--- config.mk ---
export PLATFORM = sky130hd
export DESIGN_NAME = adaptive_kalman_force_deadband_map
export DESIGN_NICKNAME = d
export VERILOG_FILES = /design/src/sv/akfd_pkg.sv /design/src/sv/akfd_mul.sv /design/src/sv/akfd_div.sv /design/src/sv/adaptive_kalman_force_deadband_map.sv
export SDC_FILE = /design/constraint.sdc
export NUM_CORES = 2
export LEC_CHECK = 0
export BUFFER_PORTS_ARGS = -buffer_cell sky130_fd_sc_hd__buf_2
export CORE_MARGIN = 5
export CORE_UTILIZATION = 34
export DETAILED_ROUTE_END_ITERATION = 8
export REMOVE_ABC_BUFFERS = 1
export SLEW_MARGIN = 20
export SYNTH_ARGS = -nofsm -noshare
export SYNTH_HDL_FRONTEND = slang
export SYNTH_SLANG_ARGS = --single-unit
--- constraint.sdc ---
create_clock -name clk -period 13.45 [get_ports clk]
set_input_delay 0.6725 -clock clk [delete_from_list [all_inputs] [get_ports clk]]
set_output_delay 0.6725 -clock clk [all_outputs]
set_load 0.005 [all_outputs]
--- src/sv/akfd_pkg.sv ---
package akfd_pkg;

    typedef enum logic [3:0] {
        ST_IDLE,
        ST_SQ_GO,
        ST_SQ_WAIT,
        ST_CMP,
        ST_PREP,
        ST_DIV_GO,
        ST_DIV_WAIT,
        ST_ME_GO,
        ST_ME_WAIT,
        ST_MP_GO,
        ST_MP_WAIT,
        ST_MT_GO,
        ST_MT_WAIT,
        ST_FINISH
    } akfd_state_t;

    localparam int MUL_STEPS = 32;
    localparam int MUL_A_W   = 33;
    localparam int MUL_B_W   = 32;
    localparam int MUL_P_W   = 66;

    localparam int NUM_AXES = 6;
    localparam int NUM_VEL  = 3;

    localparam logic [3:0] REG_FORCE_THR  = 4'd0;
    localparam logic [3:0] REG_TORQUE_THR = 4'd1;
    localparam logic [3:0] REG_FORCE_GAIN = 4'd2;
    localparam logic [3:0] REG_TORQUE_GAIN = 4'd3;
    localparam logic [3:0] REG_OFFSET_FX  = 4'd4;
    localparam logic [3:0] REG_SPEED_LIM  = 4'd5;
    localparam logic [3:0] REG_Q_MOVING   = 4'd6;
    localparam logic [3:0] REG_R_MOVING   = 4'd7;

endpackage

--- src/sv/akfd_mul.sv ---
module akfd_mul (
    input  logic                                   clk,
    input  logic                                   rst_n,
    input  logic                                   start,
    input  logic signed [akfd_pkg::MUL_A_W-1:0]    a,
    input  logic        [akfd_pkg::MUL_B_W-1:0]    b,
    output logic signed [akfd_pkg::MUL_P_W-1:0]    product,
    output logic                                   done
);

    localparam int CW = $clog2(akfd_pkg::MUL_STEPS);

    logic                                busy_reg;
    logic                                done_reg;
    logic [CW-1:0]                       cnt_reg;
    logic signed [akfd_pkg::MUL_P_W-1:0] acc_reg;
    logic signed [akfd_pkg::MUL_P_W-1:0] a_reg;
    logic        [akfd_pkg::MUL_B_W-1:0] b_reg;

    always_ff @(posedge clk or negedge rst_n)
    begin
        if (!rst_n)
        begin
            busy_reg <= 1'b0;
            done_reg <= 1'b0;
            cnt_reg  <= '0;
        end
        else
        begin
            done_reg <= 1'b0;
            if (start)
            begin
                busy_reg <= 1'b1;
                cnt_reg  <= '0;
            end
            else if (busy_reg)
            begin
                cnt_reg <= cnt_reg + CW'(1);
                if (cnt_reg == CW'(akfd_pkg::MUL_STEPS - 1))
                begin
                    busy_reg <= 1'b0;
                    done_reg <= 1'b1;
                end
            end
        end
    end

    // one multiplier bit per cycle, lowest first
    always_ff @(posedge clk)
    begin
        if (start)
        begin
            acc_reg <= '0;
            a_reg   <= akfd_pkg::MUL_P_W'(a);
            b_reg   <= b;
        end
        else if (busy_reg)
        begin
            if (b_reg[0])
                acc_reg <= acc_reg + a_reg;
            a_reg <= a_reg <<< 1;
            b_reg <= b_reg >> 1;
        end
    end

    assign product = acc_reg;
    assign done    = done_reg;

endmodule

--- src/sv/akfd_div.sv ---
module akfd_div #(
    parameter int FRAC_BITS = 16
) (
    input  logic                 clk,
    input  logic                 rst_n,
    input  logic                 start,
    input  logic [31:0]          num,
    input  logic [32:0]          den,
    output logic [FRAC_BITS:0]   quot,
    output logic                 done
);

    localparam int QBITS = FRAC_BITS + 1;
    localparam int CW    = $clog2(QBITS);

    logic              busy_reg;
    logic              done_reg;
    logic [CW-1:0]     cnt_reg;
    logic [33:0]       rem_reg;
    logic [32:0]       den_reg;
    logic [QBITS-1:0]  quot_reg;

    always_ff @(posedge clk or negedge rst_n)
    begin
        if (!rst_n)
        begin
            busy_reg <= 1'b0;
            done_reg <= 1'b0;
            cnt_reg  <= '0;
        end
        else
        begin
            done_reg <= 1'b0;
            if (start)
            begin
                busy_reg <= 1'b1;
                cnt_reg  <= '0;
            end
            else if (busy_reg)
            begin
                cnt_reg <= cnt_reg + CW'(1);
                if (cnt_reg == CW'(QBITS - 1))
                begin
                    busy_reg <= 1'b0;
                    done_reg <= 1'b1;
                end
            end
        end
    end

    // restoring division, one quotient bit per cycle, highest first
    always_ff @(posedge clk)
    begin
        if (start)
        begin
            rem_reg  <= {2'b00, num};
            den_reg  <= den;
            quot_reg <= '0;
        end
        else if (busy_reg)
        begin
            if (rem_reg >= {1'b0, den_reg})
            begin
                rem_reg  <= (rem_reg - {1'b0, den_reg}) << 1;
                quot_reg <= {quot_reg[QBITS-2:0], 1'b1};
            end
            else
            begin
                rem_reg  <= rem_reg << 1;
                quot_reg <= {quot_reg[QBITS-2:0], 1'b0};
            end
        end
    end

    assign quot = quot_reg;
    assign done = done_reg;

endmodule

--- src/sv/adaptive_kalman_force_deadband_map.sv ---
// Force reflection stage: six scalar Kalman filters with speed-dependent
// noise, then a deadband and gain map, all in fixed point with FRAC_BITS
// fraction bits and saturated to 32 bits. The axes are remapped first
// (fx'=fy, fy'=-fx, fz'=fz, tx'=-tx, ty'=-ty, tz'=tz). One input transfer
// gives one output transfer. The block takes one sample at a time and
// works it through the shared bit-serial multiplier, 32 steps plus start
// and finish per product (three squares for the speed, three products per
// axis), and the bit-serial divider, FRAC_BITS + 1 steps per axis gain. A
// new sample is taken while a finished result still waits on the output.
// Registers must be written only while the block is idle; the block itself
// does not enforce this. Indexes beyond the list are ignored.
module adaptive_kalman_force_deadband_map #(
    parameter int FRAC_BITS = 16
) (
    input  logic         clk,
    input  logic         rst_n,
    input  logic         s_axis_tvalid,
    output logic         s_axis_tready,
    // force_x, force_y, force_z, torque_x, torque_y, torque_z, vel_x, vel_y, vel_z
    input  logic [287:0] s_axis_tdata,
    output logic         m_axis_tvalid,
    input  logic         m_axis_tready,
    // target_fx, target_fy, target_fz, target_tx, target_ty, target_tz
    output logic [191:0] m_axis_tdata,
    input  logic         cfg_we,
    input  logic [3:0]   cfg_index,
    input  logic [31:0]  cfg_data
);

    localparam int QBITS = FRAC_BITS + 1;
    localparam logic [QBITS-1:0] ONE = {1'b1, {FRAC_BITS{1'b0}}};
    localparam logic [30:0] ONE31  = 31'(1) << FRAC_BITS;
    localparam logic [30:0] HALF31 = 31'(1) << (FRAC_BITS - 1);
    localparam logic signed [65:0] S32_MAX = 66'sd2147483647;
    localparam logic signed [65:0] S32_MIN = -66'sd2147483648;

    function automatic logic signed [31:0] sat32(input logic signed [65:0] v);
        if (v > S32_MAX)
            return 32'sh7FFFFFFF;
        else if (v < S32_MIN)
            return 32'sh80000000;
        else
            return v[31:0];
    endfunction

    function automatic logic signed [31:0] neg_sat(input logic signed [31:0] x);
        if (x == 32'sh80000000)
            return 32'sh7FFFFFFF;
        else
            return -x;
    endfunction

    function automatic logic [31:0] mag32(input logic signed [31:0] x);
        if (x[31])
            return 32'(-x);
        else
            return x;
    endfunction

    akfd_pkg::akfd_state_t state_reg, state_next;

    logic [30:0]        force_thr_reg, torque_thr_reg, force_gain_reg, torque_gain_reg;
    logic signed [31:0] offset_fx_reg;
    logic [30:0]        speed_lim_reg, q_moving_reg, r_moving_reg;

    logic signed [31:0] est_reg [akfd_pkg::NUM_AXES];
    logic [30:0]        cov_reg [akfd_pkg::NUM_AXES];
    logic signed [31:0] meas_reg [akfd_pkg::NUM_AXES];
    logic signed [31:0] tgt_reg [akfd_pkg::NUM_AXES];
    logic [31:0]        vmag_reg [akfd_pkg::NUM_VEL];

    logic               out_valid_reg;
    logic [191:0]       out_data_reg;
    logic [63:0]        sp_reg;
    logic [1:0]         sq_reg;
    logic [2:0]         ax_reg;
    logic               moving_reg;
    logic [31:0]        pp_reg;
    logic               den_zero_reg;
    logic [QBITS-1:0]   k_reg;

    logic                 s_take;
    logic                 out_free;
    logic                 mul_start, div_start;
    logic signed [32:0]   mul_a;
    logic [31:0]          mul_b;
    logic signed [65:0]   mul_p;
    logic                 mul_done, div_done;
    logic [QBITS-1:0]     div_q;
    logic [32:0]          den;
    logic [30:0]          q_sel, r_sel;
    logic [63:0]          sp_lim;
    logic signed [65:0]   p_shift;
    logic [30:0]          thr_sel, gain_sel;
    logic signed [31:0]   off_sel;

    assign s_take   = s_axis_tvalid && s_axis_tready;
    assign out_free = !out_valid_reg || m_axis_tready;
    assign q_sel    = moving_reg ? q_moving_reg : ONE31;
    assign r_sel    = moving_reg ? r_moving_reg : HALF31;
    assign den      = {1'b0, pp_reg} + {2'b00, r_sel};
    assign sp_lim   = {33'd0, speed_lim_reg} << FRAC_BITS;
    assign p_shift  = mul_p >>> FRAC_BITS;
    assign thr_sel  = (ax_reg < 3'd3) ? force_thr_reg : torque_thr_reg;
    assign gain_sel = (ax_reg < 3'd3) ? force_gain_reg : torque_gain_reg;
    assign off_sel  = (ax_reg == 3'd0) ? offset_fx_reg : 32'sd0;

    akfd_mul u_mul (
        .clk     (clk),
        .rst_n   (rst_n),
        .start   (mul_start),
        .a       (mul_a),
        .b       (mul_b),
        .product (mul_p),
        .done    (mul_done)
    );

    akfd_div #(
        .FRAC_BITS (FRAC_BITS)
    ) u_div (
        .clk   (clk),
        .rst_n (rst_n),
        .start (div_start),
        .num   (pp_reg),
        .den   (den),
        .quot  (div_q),
        .done  (div_done)
    );

    always_comb
    begin
        state_next = state_reg;
        unique case (state_reg)
            akfd_pkg::ST_IDLE:
                if (s_take)
                    state_next = akfd_pkg::ST_SQ_GO;
            akfd_pkg::ST_SQ_GO:
                state_next = akfd_pkg::ST_SQ_WAIT;
            akfd_pkg::ST_SQ_WAIT:
                if (mul_done)
                    state_next = (sq_reg == 2'd2) ? akfd_pkg::ST_CMP : akfd_pkg::ST_SQ_GO;
            akfd_pkg::ST_CMP:
                state_next = akfd_pkg::ST_PREP;
            akfd_pkg::ST_PREP:
                state_next = akfd_pkg::ST_DIV_GO;
            akfd_pkg::ST_DIV_GO:
                state_next = akfd_pkg::ST_DIV_WAIT;
            akfd_pkg::ST_DIV_WAIT:
                if (div_done)
                    state_next = akfd_pkg::ST_ME_GO;
            akfd_pkg::ST_ME_GO:
                state_next = akfd_pkg::ST_ME_WAIT;
            akfd_pkg::ST_ME_WAIT:
                if (mul_done)
                    state_next = akfd_pkg::ST_MP_GO;
            akfd_pkg::ST_MP_GO:
                state_next = akfd_pkg::ST_MP_WAIT;
            akfd_pkg::ST_MP_WAIT:
                if (mul_done)
                    state_next = akfd_pkg::ST_MT_GO;
            akfd_pkg::ST_MT_GO:
                state_next = akfd_pkg::ST_MT_WAIT;
            akfd_pkg::ST_MT_WAIT:
                if (mul_done)
                    state_next = (ax_reg == 3'd5) ? akfd_pkg::ST_FINISH : akfd_pkg::ST_PREP;
            akfd_pkg::ST_FINISH:
                if (out_free)
                    state_next = akfd_pkg::ST_IDLE;
            default:
                state_next = akfd_pkg::ST_IDLE;
        endcase
    end

    always_comb
    begin
        s_axis_tready = (state_reg == akfd_pkg::ST_IDLE);
        div_start     = (state_reg == akfd_pkg::ST_DIV_GO);
        mul_start     = 1'b0;
        mul_a         = '0;
        mul_b         = '0;
        unique case (state_reg)
            akfd_pkg::ST_SQ_GO:
            begin
                mul_start = 1'b1;
                mul_a     = {1'b0, vmag_reg[sq_reg]};
                mul_b     = vmag_reg[sq_reg];
            end
            akfd_pkg::ST_ME_GO:
            begin
                mul_start = 1'b1;
                mul_a     = 33'(meas_reg[ax_reg]) - 33'(est_reg[ax_reg]);
                mul_b     = 32'(k_reg);
            end
            akfd_pkg::ST_MP_GO:
            begin
                mul_start = 1'b1;
                mul_a     = {1'b0, pp_reg};
                mul_b     = 32'(ONE - k_reg);
            end
            akfd_pkg::ST_MT_GO:
            begin
                mul_start = 1'b1;
                mul_a     = 33'(est_reg[ax_reg]);
                mul_b     = {1'b0, gain_sel};
            end
            default:
            begin
                mul_start = 1'b0;
            end
        endcase
    end

    always_ff @(posedge clk or negedge rst_n)
    begin
        if (!rst_n)
        begin
            state_reg       <= akfd_pkg::ST_IDLE;
            out_valid_reg   <= 1'b0;
            force_thr_reg   <= 31'd26214;
            torque_thr_reg  <= 31'd3277;
            force_gain_reg  <= 31'd3277;
            torque_gain_reg <= 31'd66;
            offset_fx_reg   <= 32'sd16384;
            speed_lim_reg   <= 31'd5898;
            q_moving_reg    <= 31'd52429;
            r_moving_reg    <= 31'd144179;
            for (int i = 0; i < akfd_pkg::NUM_AXES; i++)
            begin
                est_reg[i] <= '0;
                cov_reg[i] <= ONE31;
            end
        end
        else
        begin
            state_reg <= state_next;

            if (m_axis_tready)
                out_valid_reg <= 1'b0;
            if ((state_reg == akfd_pkg::ST_FINISH) && out_free)
                out_valid_reg <= 1'b1;

            if (cfg_we)
            begin
                unique case (cfg_index)
                    akfd_pkg::REG_FORCE_THR:   force_thr_reg   <= cfg_data[30:0];
                    akfd_pkg::REG_TORQUE_THR:  torque_thr_reg  <= cfg_data[30:0];
                    akfd_pkg::REG_FORCE_GAIN:  force_gain_reg  <= cfg_data[30:0];
                    akfd_pkg::REG_TORQUE_GAIN: torque_gain_reg <= cfg_data[30:0];
                    akfd_pkg::REG_OFFSET_FX:   offset_fx_reg   <= cfg_data;
                    akfd_pkg::REG_SPEED_LIM:   speed_lim_reg   <= cfg_data[30:0];
                    akfd_pkg::REG_Q_MOVING:    q_moving_reg    <= cfg_data[30:0];
                    akfd_pkg::REG_R_MOVING:    r_moving_reg    <= cfg_data[30:0];
                    default:                   offset_fx_reg   <= offset_fx_reg;
                endcase
            end

            if ((state_reg == akfd_pkg::ST_ME_WAIT) && mul_done)
                est_reg[ax_reg] <= sat32(66'(est_reg[ax_reg]) + p_shift);

            if ((state_reg == akfd_pkg::ST_MP_WAIT) && mul_done)
            begin
                if (p_shift > 66'sd2147483647)
                    cov_reg[ax_reg] <= 31'h7FFFFFFF;
                else
                    cov_reg[ax_reg] <= p_shift[30:0];
            end
        end
    end

    always_ff @(posedge clk)
    begin
        if (s_take)
        begin
            meas_reg[0] <= s_axis_tdata[63:32];
            meas_reg[1] <= neg_sat(s_axis_tdata[31:0]);
            meas_reg[2] <= s_axis_tdata[95:64];
            meas_reg[3] <= neg_sat(s_axis_tdata[127:96]);
            meas_reg[4] <= neg_sat(s_axis_tdata[159:128]);
            meas_reg[5] <= s_axis_tdata[191:160];
            vmag_reg[0] <= mag32(s_axis_tdata[223:192]);
            vmag_reg[1] <= mag32(s_axis_tdata[255:224]);
            vmag_reg[2] <= mag32(s_axis_tdata[287:256]);
            sp_reg      <= '0;
            sq_reg      <= '0;
            ax_reg      <= '0;
        end

        if ((state_reg == akfd_pkg::ST_SQ_WAIT) && mul_done)
        begin
            sp_reg <= sp_reg + mul_p[63:0];
            sq_reg <= sq_reg + 2'd1;
        end

        if (state_reg == akfd_pkg::ST_CMP)
            moving_reg <= (sp_reg > sp_lim);

        if (state_reg == akfd_pkg::ST_PREP)
            pp_reg <= {1'b0, cov_reg[ax_reg]} + {1'b0, q_sel};

        if (state_reg == akfd_pkg::ST_DIV_GO)
            den_zero_reg <= (den == 33'd0);

        if ((state_reg == akfd_pkg::ST_DIV_WAIT) && div_done)
        begin
            if (den_zero_reg)
                k_reg <= '0;
            else if (div_q > ONE)
                k_reg <= ONE;
            else
                k_reg <= div_q;
        end

        if ((state_reg == akfd_pkg::ST_MT_WAIT) && mul_done)
        begin
            if ({1'b0, mag32(est_reg[ax_reg])} >= {2'b00, thr_sel})
                tgt_reg[ax_reg] <= sat32(66'(off_sel) + p_shift);
            else
                tgt_reg[ax_reg] <= off_sel;
            ax_reg <= ax_reg + 3'd1;
        end

        if ((state_reg == akfd_pkg::ST_FINISH) && out_free)
            out_data_reg <= {tgt_reg[5], tgt_reg[4], tgt_reg[3],
                             tgt_reg[2], tgt_reg[1], tgt_reg[0]};
    end

    assign m_axis_tvalid = out_valid_reg;
    assign m_axis_tdata  = out_data_reg;

endmodule

==> run_results.csv <==
group,metric,value,unit
run_status,status,"completed",
final_layout,area_delta_synth_final,15.8,%
floorplanning,fp.dieArea,275000,um^2
timing,tightest_slew,1.27,ns
final_layout,drive_gt1_share,17.1,%
clock_network,clk_latency,0.85,ns
clock_network,clockBufferDepth,3,
grt,grt-ovfl-total,0,
grt,grt_pass1_vias,67300,
floorplanning,num_rows,189,
yosys,yosysSeqAreaShare,51.9,%
floorplanning,die_w,525,um
timing,maxSlewViolCount,0,
floorplanning,pin_count,523,
timing,fmax,115,MHz
power_and_ir_drop,peakVddDrop,0.132,mV
clock_network,tritoncts,"done",
worst_setup_path,worst-path-max-fanout,32,
timing,hold_viol,0,
yosys,synthCells,8259,
worst_setup_path,slowest_stage,"edfxtp_1",
timing,rsz0062_at_grt,"false",
worst_setup_path,crit_top_cell,"buf_4",
floorplanning,core_area,264000,um^2
floorplanning,die_h,525,um
final_layout,num-nets-final,9579,
yosys,ys_types,98,
yosys,synth_top_flop_cell,"edfxtp_1",
detailed_routing,drc_errors,0,
clock_network,cts.sinks,1691,
worst_setup_path,crit_chain,"buf_4, inv_1, ha_1, nor2b_2, buf_4, and2_1, ha_1, fa_1, a211oi_1, o21ai_0, a2111oi_0, nor3b_1, nor4_1, nor2_1, a41oi_1, o21ai_1, a221oi_1, xor2_1, or3b_1, o31a_1, buf_4, o21ba_2, o21ai_1",
placed_design,finalWeightedCongestion,0.946,
grt,grt_max_degree,182,
power_and_ir_drop,pwr-share-seq,48.5,%
power_and_ir_drop,total_power,11900,uW
final_layout,most-common-layout-cells,"edfxtp_1 (955), nor2_1 (774), a21oi_1 (771)",
clock_network,cts-root-buf,"clkbuf_16",
detailed_routing,post_drt_wl_per_cell,24.3,um
detailed_routing,postRouteAntennaNets,0,
yosys,syn-cell-area,90000,um^2
grt,grtUsageTotal,21.1,%
power_and_ir_drop,powerDensity,114,nW/um^2
power_and_ir_drop,p_leak,0.0430,uW
detailed_routing,first_pass_iters,6,
placed_design,hpwlAfterDp,224000,um
detailed_routing,routed_via_density,5.56,
timing,min_period,8.67,ns
floorplanning,start_util,34.0,%
clock_network,htree_levels,4,
yosys,synthArstFlopShare,38.2,%
final_layout,final_common_cell,"edfxtp_1",
job,drv_cap,0,
timing,fin_crit_sh,64.5,%
power_and_ir_drop,pwr-share-clk,44.6,%
worst_setup_path,critPathCaptureType,"register",
timing,skew,0.0678,ns
yosys,ys_ff_latch,1691,
yosys,ys_warn_count,0,
clock_network,post_cts_resized,0,
detailed_routing,routed_wl,303000,um
grt,grt_pass1_wl,446000,um
worst_setup_path,cp-start-kind,"register",
power_and_ir_drop,power_switching,2790,uW
yosys,synth.avg_cell_area,10.9,um^2
worst_setup_path,cp.required,14.00,ns
power_and_ir_drop,sw_frac_of_total,23.4,%
power_and_ir_drop,power_frac_comb,6.9,%
clock_network,cts_made_buffers,178,
final_layout,fillers,25600,
clock_network,clk_pin_slew_worst_paths,0.06,ns
worst_setup_path,crit_type,"reg2reg",
grt,antenna_found_initial,32,
placed_design,io_buffers,522,
worst_setup_path,worst-path-buf-inv,4,
timing,slew_headroom,14.8,%
worst_setup_path,critPathMaxStageDelay,0.98,ns
worst_setup_path,cp_top_family,"compound AO/OA/AOI/OAI gates",
worst_hold_path,min_path_type,"in2reg",
detailed_routing,drtIter0Drc,6951,
timing,setup_tns,0,ns
yosys,synth_enable_flop_cells,955,
power_and_ir_drop,p_int,9130,uW
worst_setup_path,cp.arrival,9.22,ns
timing,setup_violations,0,
detailed_routing,vias,69600,
==> power by group through the flow <==
stage | combinational [uW] | clock (uW) | sequential [uW]
2_1_floorplan | 507 | 0 | 5830
3_3_place_gp | 773 | 0 | 5870
3_5_place_dp | 793 | 0 | 5880
4_1_cts | 822 | 5400 | 5780
5_1_grt | 910 | 5610 | 5790
6_report | 825 | 5310 | 5780
==> what timing repair did <==
action                                 in CTS  in global routing
hold buffers                               95                  0
endpoints found under the hold margin     192                  0
buffers inserted                            0                  0
==> synth_stat cells, types with 49 or more instances <==
master	number	area share (%)
edfxtp_1	955	32
nor2_1	792	3.3
a21oi_1	773	4.3
nand2_1	621	2.6
dfrtp_1	591	16
ha_1	433	6.0
o21ai_0	400	2.2
xnor2_1	336	3.3
clkbuf_1	293	1.2
mux2_2	240	3.0
a21o_1	226	1.9
inv_1	221	0.92
mux2i_1	182	2.0
xor2_1	171	1.7
o221a_2	139	1.7
and2_1	134	0.93
nor3_1	118	0.66
nand3_1	110	0.61
nand2b_1	106	0.74
a211oi_1	99	0.83
dfxtp_1	90	2.0
a22oi_1	85	0.71
nor2b_1	79	0.55
o21a_1	72	0.60
nand4_1	66	0.46
nor4_1	62	0.43
dfstp_2	55	1.6
or3_1	49	0.34
==> cells by family (layout without fill, tap and decap cells) <==
logic type / after synthesis / after routing / share of synthesized area (%)
compound gates: 2242 / 2242 / 16.3
xor+xnor: 507 / 507 / 4.93
fa+ha+maj: 441 / 441 / 6.20
buf+inv: 598 / 1302 / 2.58
flops: 1691 / 1691 / 51.9
mux: 463 / 463 / 6.04
other cells: 0 / 16 / 0
simple gates: 2317 / 2317 / 12.1
==> routing by layer <==
layer	vias up	wire, um	global-route usage [%]
li1	31700	-	-
met1	34500	134000	29.9
met2	2899	132000	31.8
met3	490	26800	4.99
met4	14	10700	6.95
met5	-	82	0
==> worst register-to-register path, cell delays in order, from the launching register on <==
cell and delay [ns]:
edfxtp_1 0.98, buf_4 0.45, inv_1 0.45, ha_1 0.56, nor2b_2 0.24, buf_4 0.24
and2_1 0.21, ha_1 0.22, fa_1 0.44, a211oi_1 0.33, o21ai_0 0.18, a2111oi_0 0.78
nor3b_1 0.25, nor4_1 0.37, nor2_1 0.12, a41oi_1 0.44, o21ai_1 0.15, a221oi_1 0.40
xor2_1 0.25, or3b_1 0.37, o31a_1 0.24, buf_4 0.25, o21ba_2 0.33, o21ai_1 0.14
==> worst paths after layout <==
kind	from	to	slack, ns	cells after the start
max in group asynchronous	rst_n	cov_reg[148]	9.49	5
worst min register to register	tgt_reg[1][5]	m_axis_tdata[37]	0.38	0
worst max register to register	ax_reg[0]	tgt_reg[0][6]	4.78	23
min in group asynchronous	rst_n	r_moving_reg[28]	0.44	2
worst max-delay path	ax_reg[0]	tgt_reg[0][6]	4.78	23
worst min-delay path	s_axis_tdata[63]	meas_reg[0][31]	0.07	1
==> layout make-up <==
class,instances,area [um^2],share of cell area [%]
multi-input combinational,5970,41300,39.6
sequential,1691,46700,44.8
antenna,16,40.0,0.0384
inverter,222,841,0.806
clock inverter,91,1350,1.29
tap,3533,4420,4.24
clock buffer,243,5030,4.83
timing repair buffer,746,4590,4.40
==> through the flow <==
stage	instance area (um^2)	util (%)	hold slack, ns	worst slack [ns]	instances
after floorplan	88500	-	0.377	3.29	7883
after global placement	96900	36.6	0.404	5.07	12100
after detailed placement	96900	36.6	0.405	4.98	12100
after CTS	104000	39.4	0.000998	4.99	12500
after global routing	104000	39.4	0.0157	4.39	12500
final	104000	39.4	0.0715	4.78	12500
(Power assumes the default switching activity.)
